## src/rtl/core/hffa_pkg.sv

```systemverilog
// ----------------------------------------------------------------------------
// hffa_pkg: shared types, constants and table function
// Holds the field widths, the queue entry layout, the back-end state
// encoding and the build-time delta form factor function.
// ----------------------------------------------------------------------------
package hffa_pkg;

  localparam int HEMI_RES_DEF     = 128;
  localparam int MAX_ELEMENTS_DEF = 4096;

  localparam int CFG_W       = 13;
  localparam int KIND_W      = 2;
  localparam int PIX_W       = 7;
  localparam int ID_W        = 32;
  localparam int READ_ID_W   = 12;
  localparam int SUM_W       = 34;
  localparam int FACTOR_W    = 32;
  localparam int ADDR_MAX_W  = 16;
  localparam int QUEUE_DEPTH = 4;

  localparam logic [SUM_W-1:0] SUM_MAX    = {SUM_W{1'b1}};
  localparam logic [63:0]      INV_PI_Q32 = 64'd1367130551;

  // Input kind codes.
  localparam logic [KIND_W-1:0] KIND_CLEAR = 2'd0;
  localparam logic [KIND_W-1:0] KIND_ACC   = 2'd1;
  localparam logic [KIND_W-1:0] KIND_READ  = 2'd2;

  typedef enum logic [1:0] {
    OP_CLEAR,
    OP_ACC,
    OP_READ
  } op_e;

  typedef enum logic [1:0] {
    BK_CLEAR,
    BK_IDLE,
    BK_ACC,
    BK_READ
  } back_state_e;

  // One classified request as it waits between the front and the back.
  typedef struct packed {
    op_e                   op;
    logic                  top;
    logic [PIX_W-1:0]      row_idx;
    logic [PIX_W-1:0]      col_idx;
    logic [ADDR_MAX_W-1:0] addr;
    logic [READ_ID_W-1:0]  read_id;
  } entry_t;

  typedef struct packed {
    logic clearing;
  } back_status_t;

  // Delta form factor for mirrored indices r and c of a face with half
  // resolution n, rounded half up. Used only to build constant tables.
  function automatic logic [FACTOR_W-1:0] delta_factor(int unsigned n, logic top,
                                                       int unsigned r, int unsigned c);
    logic [63:0] nn;
    logic [63:0] p;
    logic [63:0] q;
    logic [63:0] s;
    logic [63:0] s2;
    logic [63:0] num;
    logic [63:0] rem;
    logic [63:0] quo;
    int          b;
    nn  = 64'(n);
    rem = '0;
    quo = '0;
    if (r >= n || c >= n) begin
      return '0;
    end
    p   = 64'd2 * nn - 64'd2 * 64'(c) - 64'd1;
    q   = 64'd2 * nn - 64'd2 * 64'(r) - 64'd1;
    s   = p * p + q * q + 64'd4 * nn * nn;
    s2  = s * s;
    num = top ? (64'd16 * nn * nn * INV_PI_Q32) : (64'd8 * nn * q * INV_PI_Q32);
    num = num + (s2 >> 1);
    for (b = 63; b >= 0; b--) begin
      rem = {rem[62:0], num[b]};
      if (rem >= s2) begin
        rem    = rem - s2;
        quo[b] = 1'b1;
      end
    end
    return FACTOR_W'(quo);
  endfunction

endpackage

```

## src/rtl/core/hffa_queue.sv

```systemverilog
// ----------------------------------------------------------------------------
// hffa_queue: request queue between front and back
// A small first-in first-out buffer of classified requests.
// ----------------------------------------------------------------------------
module hffa_queue (
  input  logic             clk_i,
  input  logic             rst_ni,
  input  logic             push_i,
  input  hffa_pkg::entry_t entry_i,
  input  logic             pop_i,
  output hffa_pkg::entry_t head_o,
  output logic             empty_o,
  output logic             full_o
);

  localparam int DEPTH = hffa_pkg::QUEUE_DEPTH;
  localparam int PTR_W = $clog2(DEPTH);
  localparam int CNT_W = $clog2(DEPTH + 1);

  hffa_pkg::entry_t   slots_q [DEPTH];
  logic [PTR_W-1:0]   wr_ptr_q, wr_ptr_d;
  logic [PTR_W-1:0]   rd_ptr_q, rd_ptr_d;
  logic [CNT_W-1:0]   count_q, count_d;
  logic               do_push;
  logic               do_pop;

  assign empty_o = (count_q == '0);
  assign full_o  = (count_q == CNT_W'(DEPTH));
  assign do_push = push_i & ~full_o;
  assign do_pop  = pop_i & ~empty_o;
  assign head_o  = slots_q[rd_ptr_q];

  always_comb begin
    wr_ptr_d = wr_ptr_q;
    rd_ptr_d = rd_ptr_q;
    count_d  = count_q;
    if (do_push) begin
      wr_ptr_d = (wr_ptr_q == PTR_W'(DEPTH - 1)) ? '0 : wr_ptr_q + PTR_W'(1);
    end
    if (do_pop) begin
      rd_ptr_d = (rd_ptr_q == PTR_W'(DEPTH - 1)) ? '0 : rd_ptr_q + PTR_W'(1);
    end
    if (do_push && !do_pop) begin
      count_d = count_q + CNT_W'(1);
    end else if (do_pop && !do_push) begin
      count_d = count_q - CNT_W'(1);
    end
  end

  always_ff @(posedge clk_i or negedge rst_ni) begin
    if (!rst_ni) begin
      wr_ptr_q <= '0;
      rd_ptr_q <= '0;
      count_q  <= '0;
    end else begin
      wr_ptr_q <= wr_ptr_d;
      rd_ptr_q <= rd_ptr_d;
      count_q  <= count_d;
    end
  end

  always_ff @(posedge clk_i) begin
    if (do_push) begin
      slots_q[wr_ptr_q] <= entry_i;
    end
  end

endmodule

```

## config.mk

```make
export PLATFORM = sky130hd
export DESIGN_NAME = hffa_queue
export DESIGN_NICKNAME = d
export VERILOG_FILES = /design/src/rtl/core/hffa_pkg.sv /design/src/rtl/core/hffa_queue.sv
export SDC_FILE = /design/constraint.sdc
export NUM_CORES = 1
export LEC_CHECK = 0
export BUFFER_PORTS_ARGS = -buffer_cell sky130_fd_sc_hd__buf_2
export CAP_MARGIN = 30
export CORE_ASPECT_RATIO = 1.75
export CORE_UTILIZATION = 30
export CTS_BUF_LIST = sky130_fd_sc_hd__clkbuf_4 sky130_fd_sc_hd__clkbuf_8
export DETAILED_ROUTE_END_ITERATION = 7
export PLACE_DENSITY = 0.57
export SYNTH_ARGS = -nofsm -noshare
export SYNTH_HDL_FRONTEND = slang
export SYNTH_SLANG_ARGS = --single-unit
```

## constraint.sdc

```tcl
create_clock -name clk_i -period 3.2 [get_ports clk_i]
set_input_delay 0.48 -clock clk_i [delete_from_list [all_inputs] [get_ports clk_i]]
set_output_delay 0.48 -clock clk_i [all_outputs]
set_load 0.01 [all_outputs]
```

==> metrics <==
status=complete, no violations; r2r setup slk=840 ps; CP startpoint kind=flop; MaxCap Viol Count=0; first-pass GRT wire length=19.8 mm; max_slew headroom=65.0%; ANT cells=0; initial antenna violation count=1; antenna-violating nets left=0; Critical path origin=rd_ptr_q[0]; Chip Width=117 um; most instantiated library cell after synthesis=edfxtp_1; post-synthesis instance area=6940 um2; port bufs=95; Hold WC Path Type=in -> reg; Slew @ Worst Pin=523 ps; Multi-input gate area=1270 um2; Die Height=203 um; switching share of power=30.2%; Max H-tree Level=4; unique cell type count in the Yosys netlist=20; clk_lat worst skew=470 ps; Max IR drop VDD=0.317 mV; number of synthesized register bits=187; endpoint type of the worst setup path=primary output; layout net count=442; Clk Tree Root Cell=clkbuf_8; sequential share of power=48.7%; sequential fraction of the synthesis area=80.4%; Initial Util=30.5%; ranking of synthesized cells by area=edfxtp_1 78%, mux4_2 15%, dfrtp_1 2.5%; Global Route Usage Sum=11.9%; DRC Markers=0; Total Wirelength=12.9 mm; Post-DP HPWL=8.41 mm; max-slew violation count=0; Setup violations, final=0; crit path kind=reg -> out; Critical Path Sink=head_o[15]; Top Ports=96; total power draw=7190 uW; Avg WL per Cell=18.4 um; GP Congestion=0.678; top cell type's share of synthesized area=77.9%; synth cell count leaders=180 x edfxtp_1, 45 x mux4_2, 7 x buf_2, 7 x dfrtp_1, 6 x ha_1; Max clock buf depth=2; vias in the first global route=3397; CP Data Arrival Time=2170 ps; pwr/cell area=872 nW/um2; setup TNS=0 ps; CTS Buf Count=17; Post-synth EDFFs=180; largest net degree at the start of global routing=32; RR Endpoint=slots_q[3][44]; Worst Skew=13.7 ps; RSZ-0062 raised after global routing=false; sw power=2170 uW; Register Area=5590 um2; FF-to-FF path depth=4; clock-pin slew on the worst setup and hold paths=100 ps; Reg-to-Reg Start=count_q[2]; critical path peak fanout=22; first-pass iteration count of the detailed router=4; clk sinks=187; Async SR Flop Fraction=3.74%; Core Region=22700 um2; Area Overhead vs Synth=18.8%; Clk pwr share=21.2%; fmax=378 MHz; Syn Area/Cell=25.5 um2; First DRT Iteration DRCs=165; Int Power=5020 uW; GR Overflow Total=0; CTS tree=built; row cnt=73; synth warn=0; Comb power frac=30.2%; via count=3111; dominant cell type by area after synthesis=edfxtp_1; synthesized instance count=272; min cycle time layout=2650 ps; final hold violation count=0; fill count=2077; Leak=0.00278 uW; die area=23800 um2; layout cells sized above 1=47.9%; syn nets=328; final worst-path cycle share=82.7%; Post-synth top flop=edfxtp_1; Vias/cell=4.45; required time of the critical path=2720 ps
==> power by group through the flow <==
stage / logic [uW] / registers (uW) / clock network (uW)
global placement: 2210 / 3530 / 0
global route: 2370 / 3560 / 1660
finish: 2170 / 3500 / 1520
detailed placement: 2240 / 3570 / 0
CTS: 2250 / 3510 / 1570
floorplan: 1510 / 3400 / 0
==> cell usage in the layout (no fill, tap or decap), drive strengths merged <==
master,count
fa,1
xor2,2
dlygate4sd3,1
clkbuf,18
clkinvlp,2
inv,6
mux4,45
mux2,4
o31ai,1
nor3b,1
nor2b,1
and2,4
buf,105
xnor2,1
ha,6
edfxtp,180
nor3,2
a21o,1
nor2,2
dfrtp,7
bufinv,2
clkinv,7
==> critical path: stages (launching register included) <==
cell,delay [ps]
dfrtp_4,710
buf_4,270
mux4_2,540
buf_2,160
==> flip-flops by register name (all words and copies together) (netlist names) <==
register and cells:
wr_ptr_q 2, count_q 3, slots_q 180, rd_ptr_q 2
==> metrics by stage <==
step	std cells	utilization [%]	hold WS [ps]	setup slack [ps]	area, um2
2_1_floorplan	272	-	184	835	6940
3_3_place_gp	666	34.5	320	948	7850
3_5_place_dp	666	34.5	325	851	7850
4_1_cts	699	36.2	177	458	8240
5_1_grt	699	36.2	178	376	8240
6_report	699	36.2	227	552	8240
==> how the worst min path moves through the flow <==
stage	startpoint	end	slack [ps]	cells after the start
6_report	entry_i[2]	slots_q[1][2]	230	1
5_1_grt	entry_i[26]	slots_q[3][26]	180	1
3_3_place_gp	rst_ni	count_q[0]	320	1
4_1_cts	entry_i[26]	slots_q[3][26]	180	1
2_1_floorplan	rst_ni	count_q[0]	180	0
3_5_place_dp	rst_ni	count_q[1]	330	1
==> what timing repair did <==
item / CTS / global route
hold buffers: 1 / 0
buffers inserted: 0 / 0
gates resized for setup: 0 / 0
endpoints found under the hold margin: 7 / 0
==> area by class of cell <==
cell class | instances | share of cell area, %
clock buffer | 18 | 2.93
inverter | 3 | 0.137
clock inverter | 14 | 1.78
sequential | 187 | 67.7
tap | 300 | 4.55
multi-input combinational | 71 | 15.4
timing repair buffer | 106 | 7.41
==> kinds of logic after synthesis <==
family	count (synthesis)	synth area share, %
compound gates	2	0.289
xor+xnor	3	0.379
fa+ha+maj	7	1.37
buf+inv	14	1.26
flops	187	80.4
mux	49	15.4
simple gates	10	0.884
==> metal layers <==
metal | vias up | track usage, % | routed length [um]
li1 | 1378 | - | -
met3 | 21 | 3.95 | 575
met2 | 74 | 20.4 | 7020
met1 | 1636 | 13.1 | 4930
met5 | - | 0 | 17
met4 | 2 | 5.79 | 340
Power figures use the tool's default switching activity.
