File: src/rtl/core/hffa_pkg.sv
// ----------------------------------------------------------------------------
// hffa_pkg: shared types, constants and table function
// Holds the field widths, the queue entry layout, the back-end state
// encoding and the build-time delta form factor function.
// ----------------------------------------------------------------------------
package hffa_pkg;

  localparam int HEMI_RES_DEF     = 128;
  localparam int MAX_ELEMENTS_DEF = 4096;

  localparam int CFG_W       = 13;
  localparam int KIND_W      = 2;
  localparam int PIX_W       = 7;
  localparam int ID_W        = 32;
  localparam int READ_ID_W   = 12;
  localparam int SUM_W       = 34;
  localparam int FACTOR_W    = 32;
  localparam int ADDR_MAX_W  = 16;
  localparam int QUEUE_DEPTH = 4;

  localparam logic [SUM_W-1:0] SUM_MAX    = {SUM_W{1'b1}};
  localparam logic [63:0]      INV_PI_Q32 = 64'd1367130551;

  // Input kind codes.
  localparam logic [KIND_W-1:0] KIND_CLEAR = 2'd0;
  localparam logic [KIND_W-1:0] KIND_ACC   = 2'd1;
  localparam logic [KIND_W-1:0] KIND_READ  = 2'd2;

  typedef enum logic [1:0] {
    OP_CLEAR,
    OP_ACC,
    OP_READ
  } op_e;

  typedef enum logic [1:0] {
    BK_CLEAR,
    BK_IDLE,
    BK_ACC,
    BK_READ
  } back_state_e;

  // One classified request as it waits between the front and the back.
  typedef struct packed {
    op_e                   op;
    logic                  top;
    logic [PIX_W-1:0]      row_idx;
    logic [PIX_W-1:0]      col_idx;
    logic [ADDR_MAX_W-1:0] addr;
    logic [READ_ID_W-1:0]  read_id;
  } entry_t;

  typedef struct packed {
    logic clearing;
  } back_status_t;

  // Delta form factor for mirrored indices r and c of a face with half
  // resolution n, rounded half up. Used only to build constant tables.
  function automatic logic [FACTOR_W-1:0] delta_factor(int unsigned n, logic top,
                                                       int unsigned r, int unsigned c);
    logic [63:0] nn;
    logic [63:0] p;
    logic [63:0] q;
    logic [63:0] s;
    logic [63:0] s2;
    logic [63:0] num;
    logic [63:0] rem;
    logic [63:0] quo;
    int          b;
    nn  = 64'(n);
    rem = '0;
    quo = '0;
    if (r >= n || c >= n) begin
      return '0;
    end
    p   = 64'd2 * nn - 64'd2 * 64'(c) - 64'd1;
    q   = 64'd2 * nn - 64'd2 * 64'(r) - 64'd1;
    s   = p * p + q * q + 64'd4 * nn * nn;
    s2  = s * s;
    num = top ? (64'd16 * nn * nn * INV_PI_Q32) : (64'd8 * nn * q * INV_PI_Q32);
    num = num + (s2 >> 1);
    for (b = 63; b >= 0; b--) begin
      rem = {rem[62:0], num[b]};
      if (rem >= s2) begin
        rem    = rem - s2;
        quo[b] = 1'b1;
      end
    end
    return FACTOR_W'(quo);
  endfunction

endpackage

File: src/rtl/core/hffa_front.sv
// ----------------------------------------------------------------------------
// hffa_front: request intake and classification
// Holds the element count register, drops background pixels, off-face pixels,
// out-of-range reads and unused kinds, mirrors coordinates, queues the rest.
// ----------------------------------------------------------------------------
module hffa_front #(
  parameter int HEMI_RES     = hffa_pkg::HEMI_RES_DEF,
  parameter int MAX_ELEMENTS = hffa_pkg::MAX_ELEMENTS_DEF
) (
  input  logic                          clk_i,
  input  logic                          rst_ni,
  input  logic                          cfg_we_i,
  input  logic [hffa_pkg::CFG_W-1:0]    cfg_wdata_i,
  input  logic                          in_valid_i,
  output logic                          in_stall_o,
  input  logic [hffa_pkg::KIND_W-1:0]   kind_i,
  input  logic                          face_is_top_i,
  input  logic [hffa_pkg::PIX_W-1:0]    pixel_row_i,
  input  logic [hffa_pkg::PIX_W-1:0]    pixel_col_i,
  input  logic [hffa_pkg::ID_W-1:0]     element_id_i,
  input  logic                          q_full_i,
  input  hffa_pkg::back_status_t        bk_status_i,
  output logic                          push_o,
  output hffa_pkg::entry_t              entry_o
);

  localparam int N      = HEMI_RES / 2;
  localparam int ELEM_W = $clog2(MAX_ELEMENTS);

  logic [hffa_pkg::CFG_W-1:0] elem_count_q;
  logic                       accept;
  logic                       in_limit;
  logic                       on_face;
  logic [9:0]                 row_lim;

  // Folds a coordinate onto the lower half of the face.
  function automatic logic [hffa_pkg::PIX_W-1:0] mirror(logic [hffa_pkg::PIX_W-1:0] v);
    logic [9:0] i;
    logic [9:0] m;
    i = 10'(v);
    if (i < 10'(N)) begin
      m = i;
    end else if (i < 10'(2 * N)) begin
      m = 10'(2 * N - 1) - i;
    end else begin
      m = 10'(3 * N - 1) - i;
    end
    return hffa_pkg::PIX_W'(m);
  endfunction

  always_ff @(posedge clk_i or negedge rst_ni) begin
    if (!rst_ni) begin
      elem_count_q <= '0;
    end else if (cfg_we_i) begin
      elem_count_q <= cfg_wdata_i;
    end
  end

  assign in_stall_o = q_full_i | bk_status_i.clearing;
  assign accept     = in_valid_i & ~in_stall_o;

  assign row_lim  = face_is_top_i ? 10'(HEMI_RES) : 10'(HEMI_RES / 2);
  assign on_face  = (10'(pixel_col_i) < 10'(HEMI_RES)) && (10'(pixel_row_i) < row_lim);
  assign in_limit = (element_id_i < hffa_pkg::ID_W'(elem_count_q)) &&
                    (element_id_i < hffa_pkg::ID_W'(MAX_ELEMENTS));

  always_comb begin
    entry_o.op      = hffa_pkg::OP_ACC;
    entry_o.top     = face_is_top_i;
    entry_o.row_idx = mirror(pixel_row_i);
    entry_o.col_idx = mirror(pixel_col_i);
    entry_o.addr    = hffa_pkg::ADDR_MAX_W'(element_id_i[ELEM_W-1:0]);
    entry_o.read_id = element_id_i[hffa_pkg::READ_ID_W-1:0];
    push_o          = 1'b0;
    unique case (kind_i)
      hffa_pkg::KIND_CLEAR: begin
        entry_o.op = hffa_pkg::OP_CLEAR;
        push_o     = accept;
      end
      hffa_pkg::KIND_ACC: begin
        entry_o.op = hffa_pkg::OP_ACC;
        push_o     = accept & in_limit & on_face;
      end
      hffa_pkg::KIND_READ: begin
        entry_o.op = hffa_pkg::OP_READ;
        push_o     = accept & (element_id_i < hffa_pkg::ID_W'(MAX_ELEMENTS));
      end
      default: begin
        push_o = 1'b0;
      end
    endcase
  end

endmodule

File: config.mk
export PLATFORM = sky130hd
export DESIGN_NAME = hffa_front
export DESIGN_NICKNAME = d
export VERILOG_FILES = /design/src/rtl/core/hffa_pkg.sv /design/src/rtl/core/hffa_front.sv
export SDC_FILE = /design/constraint.sdc
export NUM_CORES = 1
export LEC_CHECK = 0
export BUFFER_PORTS_ARGS = -buffer_cell sky130_fd_sc_hd__buf_4
export CAP_MARGIN = 20
export CORE_AREA = 2 2 61 63
export DETAILED_ROUTE_END_ITERATION = 10
export DIE_AREA = 0 0 63 65
export GPL_TIMING_DRIVEN = 0
export PLACE_DENSITY = 0.78
export RECOVER_POWER = 50
export SYNTH_ARGS = -nofsm -noshare
export SYNTH_HDL_FRONTEND = slang
export SYNTH_SLANG_ARGS = --single-unit
File: constraint.sdc
create_clock -name clk_i -period 4.9 [get_ports clk_i]
set_clock_uncertainty 0.2 [all_clocks]
set_input_delay 1.47 -clock clk_i [delete_from_list [all_inputs] [get_ports clk_i]]
set_output_delay 1.47 -clock clk_i [all_outputs]
set_load 0.1 [all_outputs]
==> metrics, run 1 <==
Post-synth EDFFs=0; fraction of registers with async set/reset=100%; antenna violations before repair=0; RSZ-0062 raised after global routing=false; reg2reg setup slack=3.95 ns; synth unique cells=29; clk_lat worst skew=0.27 ns; Max Slew Vio Count=0; top cells by count, synth=buf_4, nand2_1, dfrtp_1, inv_1, o21ai_0; #FFs+latches synth=13; vias post-DR=1323; die area=0.00410 mm^2; CP max FO=3; Syn Inst Count=144; post-route ant nets=0; post-DP HPWL=2990 um; synthesized area per cell=8.45 um^2; global route overflow=0; Die W=63 um; Nets=339; Max Clk Rate=206 MHz; largest net degree at the start of global routing=14; I/O pin cnt=115; Final setup viols=0; area growth from synthesis to layout=73.4%; # Post-CTS Setup Buffers=0; critical path class=primary input to output pin; PD cells=250 mW/mm^2; crit path cell chain=buf_4 > or3_4 > or4_1 > o31a_1 > a2111oi_4 > buf_6; Worst path max stage delay=0.46 ns; CTS root buffer=clkbuf_4; clk slew on worst S/H paths=0.07 ns; H-tree Lvls=1; Max-cap violations=0; Placeable Area=0.00350 mm^2; Global Route Usage Sum=16.6%; Largest register FFs=13; CP max stage cell=or4_1; CTS tree=done; first-pass GRT wire length=5400 um; Slew Limit Headroom=22.4%; Largest regs=elem_count_q (13); status=finished, final reports clean; yosys warns=0; Lkg Pwr=1.13 nW; crit path capture type=output pin; Ant. Diodes=0; WL final=3300 um; dominant cell type by area after synthesis=dfrtp_1; peak supply drop=0.145 mV; post-synthesis instance area=0.00122 mm^2; Worst Max-Slew Pin Slew=1.17 ns; gp weighted congestion=0.806; Critical Path AT=3.18 ns; CP Launch Type=primary input; Die Y=65 um; final hold violation count=0; Synth area leaders=dfrtp_1, buf_4, ha_1; fin crit share=99.0%; Crit path required time=3.23 ns; overall power=0.000526 W; Placement Rows=22; fin util=60.3%; TritonCTS Buffers=3; ys flop type=dfrtp_1; hold crit path type=register to register; top cell type's share of synthesized area=26.7%; most frequent cell after synthesis=buf_4; Routed WL per cell=10.8 um; vias in the first global route=1277; Most flops, register=elem_count_q; vias per cell=4.32; clock buffer depth=2; Starting Density=34.8%; DRC violations left=0; post-route minimum period=4.85 ns; Seq/Total Area, Yosys=26.7%; First DRT Iteration DRCs=34; layout cells sized above 1=53.1%; # port buffers=105; Sink Count=13; TritonRoute pass-1 iters=4
[final timing paths]
check,from,endpoint,cells past startpoint
worst max-delay path,element_id_i[15],push_o,6
worst min-delay path,elem_count_q[0],elem_count_q[0],1
worst max register to register,elem_count_q[0],elem_count_q[0],1
worst min register to register,elem_count_q[0],elem_count_q[0],1
max in group asynchronous,rst_ni,elem_count_q[4],1
min in group asynchronous,rst_ni,elem_count_q[7],1
[cells by family after synthesis]
logic type	count (synthesis)	synth area share, %
and+or+nand+nor	32	13.6
muxes	1	0.926
xor gates and xnor gates	12	8.64
buffers and inverters	50	25.8
other	1	0.308
DFF	13	26.7
AOI/OAI and AO/OA	23	11.6
adders and majority gates	12	12.3
[final cells by class]
cell class	instances	area, um^2
buffer	37	265
clock buffer	4	26.3
fill	349	1390
inverter	13	48.8
multi-input combinational	86	621
sequential	13	325
tap	48	60.1
timing repair buffer	105	762
[stage by stage]
stage	setup TNS [ns]	setup WS [ns]	hold slack [ns]	instance area (um^2)	std cells
after floorplan	-0.471	-0.471	0.282	1250	149
after global placement	-0.0651	-0.0651	0.298	2100	302
after detailed placement	-0.0743	-0.0743	0.306	2100	302
after CTS	0	0.0186	0.323	2130	306
after global routing	0	0.00212	0.360	2110	306
final	0	0.0479	0.321	2110	306
[worst max-delay path, delay by kind of cell]
family | cells | cell delay [ns]
simple gates | 2 | 0.84
buf+inv | 2 | 0.38
compound gates | 2 | 0.49
[power by group]
part / leakage [nW] / internal [W] / total [W] / switching (W)
clock: 0.0150 / 0.0000316 / 0.0000644 / 0.0000329
combinational: 0.958 / 0.0000984 / 0.000342 / 0.000244
sequential: 0.157 / 0.000117 / 0.000119 / 0.00000269
total: 1.13 / 0.000247 / 0.000526 / 0.000279
[layout by cell type (no fill, tap or decap), drive strengths merged, types with 2 or more instances in the layout]
cell type / count
ha: 12
xor2: 12
inv: 13
a21oi: 4
conb: 6
nor2b: 2
nor2: 3
o21ai: 13
clkbuf: 18
nand2: 14
dfrtp: 13
buf: 128
nor4: 3
nand3: 2
or4: 2
[what timing repair did]
| item | CTS | global route |
|---|---|---|
| cloned | 0 | 0 |
| setup endpoints to repair | 1 | 1 |
| resized for setup | 2 | 1 |
| hold buffers | 0 | 0 |
| pin swaps | 1 | 1 |
| endpoints found under the hold margin | 0 | 0 |
[routing by layer]
layer / wire length (um) / vias up / share of wire [%] / GRT usage, %
li1: - / 669 / - / -
met1: 1140 / 570 / 34 / 16.7
met2: 1700 / 80 / 52 / 30.7
met3: 415 / 4 / 13 / 5.73
met4: 48 / 0 / 1.5 / 7.50
met5: 0 / - / 0 / 0
Power figures use the tool's default switching activity.
==> inputs of run 2 (changes only) <==
--- a/constraint.sdc
+++ b/constraint.sdc
@@ -4,2 +4,2 @@
 set_output_delay 1.47 -clock clk_i [all_outputs]
-set_load 0.1 [all_outputs]
+set_load 0.02 [all_outputs]
==> run 2 against run 1 <==
  * Core utilization decreased by 0.64 points
  * Non-clock buffer count unchanged
  * Clock-buffer cell count is the same
  * Sequential power about the same
  * Highest routed layer unchanged
  * Register-to-register slack about the same
  * Final area decreased by 1.1%
  * Worst hold slack worse by 0.0091 ns
  * Die area unchanged
==> metrics, run 2 (synthesis gave the netlist of run 1 again) <==
# Post-CTS Setup Buffers=0 (unchanged); die area=0.00410 mm^2 (unchanged); Largest regs=elem_count_q (13); vias per cell=4.21 (-2.6%); area growth from synthesis to layout=71.5%; CP Launch Type=primary input; DRC violations left=0 (unchanged); Starting Density=34.8% (unchanged); Slew Limit Headroom=56.0% (+34 points); fin util=59.7% (-0.64 points); antenna violations before repair=0 (unchanged); most common cell after layout, fill and taps aside=buf_4; vias post-DR=1288 (-2.6%); Die W=63 um (unchanged); First DRT Iteration DRCs=20 (-41%); CP max stage cell=or4_1; Sink Count=13 (unchanged); Max Clk Rate=207 MHz (+0.62%); R2R cell count=1 (unchanged); Routed WL per cell=9.83 um (-9.0%); H-tree Lvls=1 (unchanged); # port buffers=105 (unchanged); CP most frequent cell=buf_4; Routed met2 length=1520 um (-11%); RSZ-0062 raised after global routing=false; Max-cap violations=0 (unchanged); Most flops, register=elem_count_q; final hold violation count=0 (unchanged); hold path startpoint=elem_count_q[0]; clk_lat worst skew=0.27 ns (about the same); hold path endpoint=elem_count_q[0]; post-DP HPWL=2720 um (-8.8%); layout cells sized above 1=52.7% (-0.39 points); TritonRoute pass-1 iters=3 (-1); final setup TNS=0 ns (unchanged); Largest register FFs=13 (unchanged); clock buffer depth=2 (unchanged); largest net degree at the start of global routing=14 (unchanged); RR Startpoint=elem_count_q[0]; WL met1=1160 um (+2.4%); most frequent cells in the layout=buf_4, nand2_1, clkbuf_1; Crit path required time=3.23 ns (about the same); Worst Max-Slew Pin Slew=0.661 ns (-0.509 ns); hold crit path type=register to register; Nets=339 (unchanged); critical path class=primary input to output pin; PD cells=176 mW/mm^2 (-30%); CTS root buffer=clkbuf_4; TritonCTS Buffers=3 (unchanged); crit path cell chain=buf_4 > or3_4 > or4_1 > o31a_1 > a2111oi_2 > buf_4; Post-Layout Cell Count=306 (unchanged); CP bufs+invs=2 (unchanged); reg2reg setup slack=3.96 ns (about the same); Placement Rows=22 (unchanged); placed cells=302 (unchanged); WL final=3010 um (-9.0%); Ant. Diodes=0 (unchanged); CTS tree=done; WHS Path Cells=1 (unchanged); peak supply drop=0.0647 mV (-55%); metal3 WL=295 um (-29%); gp weighted congestion=0.736 (-8.7%); status=finished, final reports clean; Die Y=65 um (unchanged); Critical Path AT=3.15 ns (-0.03 ns); CP delay by family, top=simple AND/OR/NAND/NOR gates; Global Route Usage Sum=15.0% (-1.6 points); Lkg Pwr=1.13 nW (-0.13%); Worst path max stage delay=0.47 ns (about the same); Max Slew Vio Count=0 (unchanged); uppermost layer routed=met4; I/O pin cnt=115 (unchanged); worst r2r dst=elem_count_q[0]; post-route ant nets=0 (unchanged); Placeable Area=0.00350 mm^2 (unchanged); Final setup viols=0 (unchanged); crit path capture type=output pin; first-pass GRT wire length=4970 um (-7.8%); post-route minimum period=4.82 ns (-0.0299 ns); CP max FO=3 (unchanged); global route overflow=0 (unchanged); fin crit share=98.4% (-0.61 points); vias in the first global route=1206 (-5.6%); clk slew on worst S/H paths=0.07 ns (about the same)
-- run 2: cell counts in the layout (fill, tap and decap cells not counted) --
No cell type changed its count.
-- run 2: metrics by stage --
| step | area [um^2] | setup slack (ns) | hold slack, ns | total power, W |
|---|---|---|---|---|
| after floorplan | 1230 | 0.135 | 0.282 | 0.000219 |
| after global placement | 2080 | 0.0750 | 0.299 | 0.000305 |
| after detailed placement | 2080 | 0.0620 | 0.300 | 0.000309 |
| after CTS | 2110 | 0.0522 | 0.316 | 0.000374 |
| after global routing | 2090 | 0.00484 | 0.361 | 0.000394 |
| final | 2090 | 0.0778 | 0.312 | 0.000366 |
-- run 2: final cells by class --
type | count | area [um^2]
well taps | 48 | 60.1
inverters | 13 | 48.8
plain buffers | 37 | 265
fillers | 346 | 1410
clock buffers | 4 | 26.3
multi-input cells | 86 | 602
repair buffers | 105 | 758
flip-flops and latches | 13 | 325
-- run 2: what timing repair did --
item	CTS	global route
endpoints found under the hold margin	0	0
hold buffers	0	0
setup endpoints to repair	0	1
resized for setup	0	1
-- run 2: power breakdown --
| part | switching (W) | total [W] | internal (W) |
|---|---|---|---|
| logic | 0.0000868 | 0.000183 | 0.0000966 |
| clock network | 0.0000319 | 0.0000635 | 0.0000315 |
| registers | 0.00000248 | 0.000119 | 0.000117 |
-- run 2: worst max path at each step --
stage                      from      to  slack, ns  depth (start not counted)
3_5_place_dp   element_id_i[15]  push_o       0.06                          6
6_report       element_id_i[15]  push_o       0.08                          6
4_1_cts        element_id_i[15]  push_o       0.05                          6
5_1_grt         element_id_i[2]  push_o      0.005                          7
2_1_floorplan  element_id_i[15]  push_o       0.14                          4
3_3_place_gp   element_id_i[15]  push_o       0.07                          6
-- run 2: routing by layer --
metal	up-vias	GRT usage [%]
met1	552	16.7
met4	0	7.50
met5	-	0
met2	67	26.7
li1	667	-
met3	2	3.47
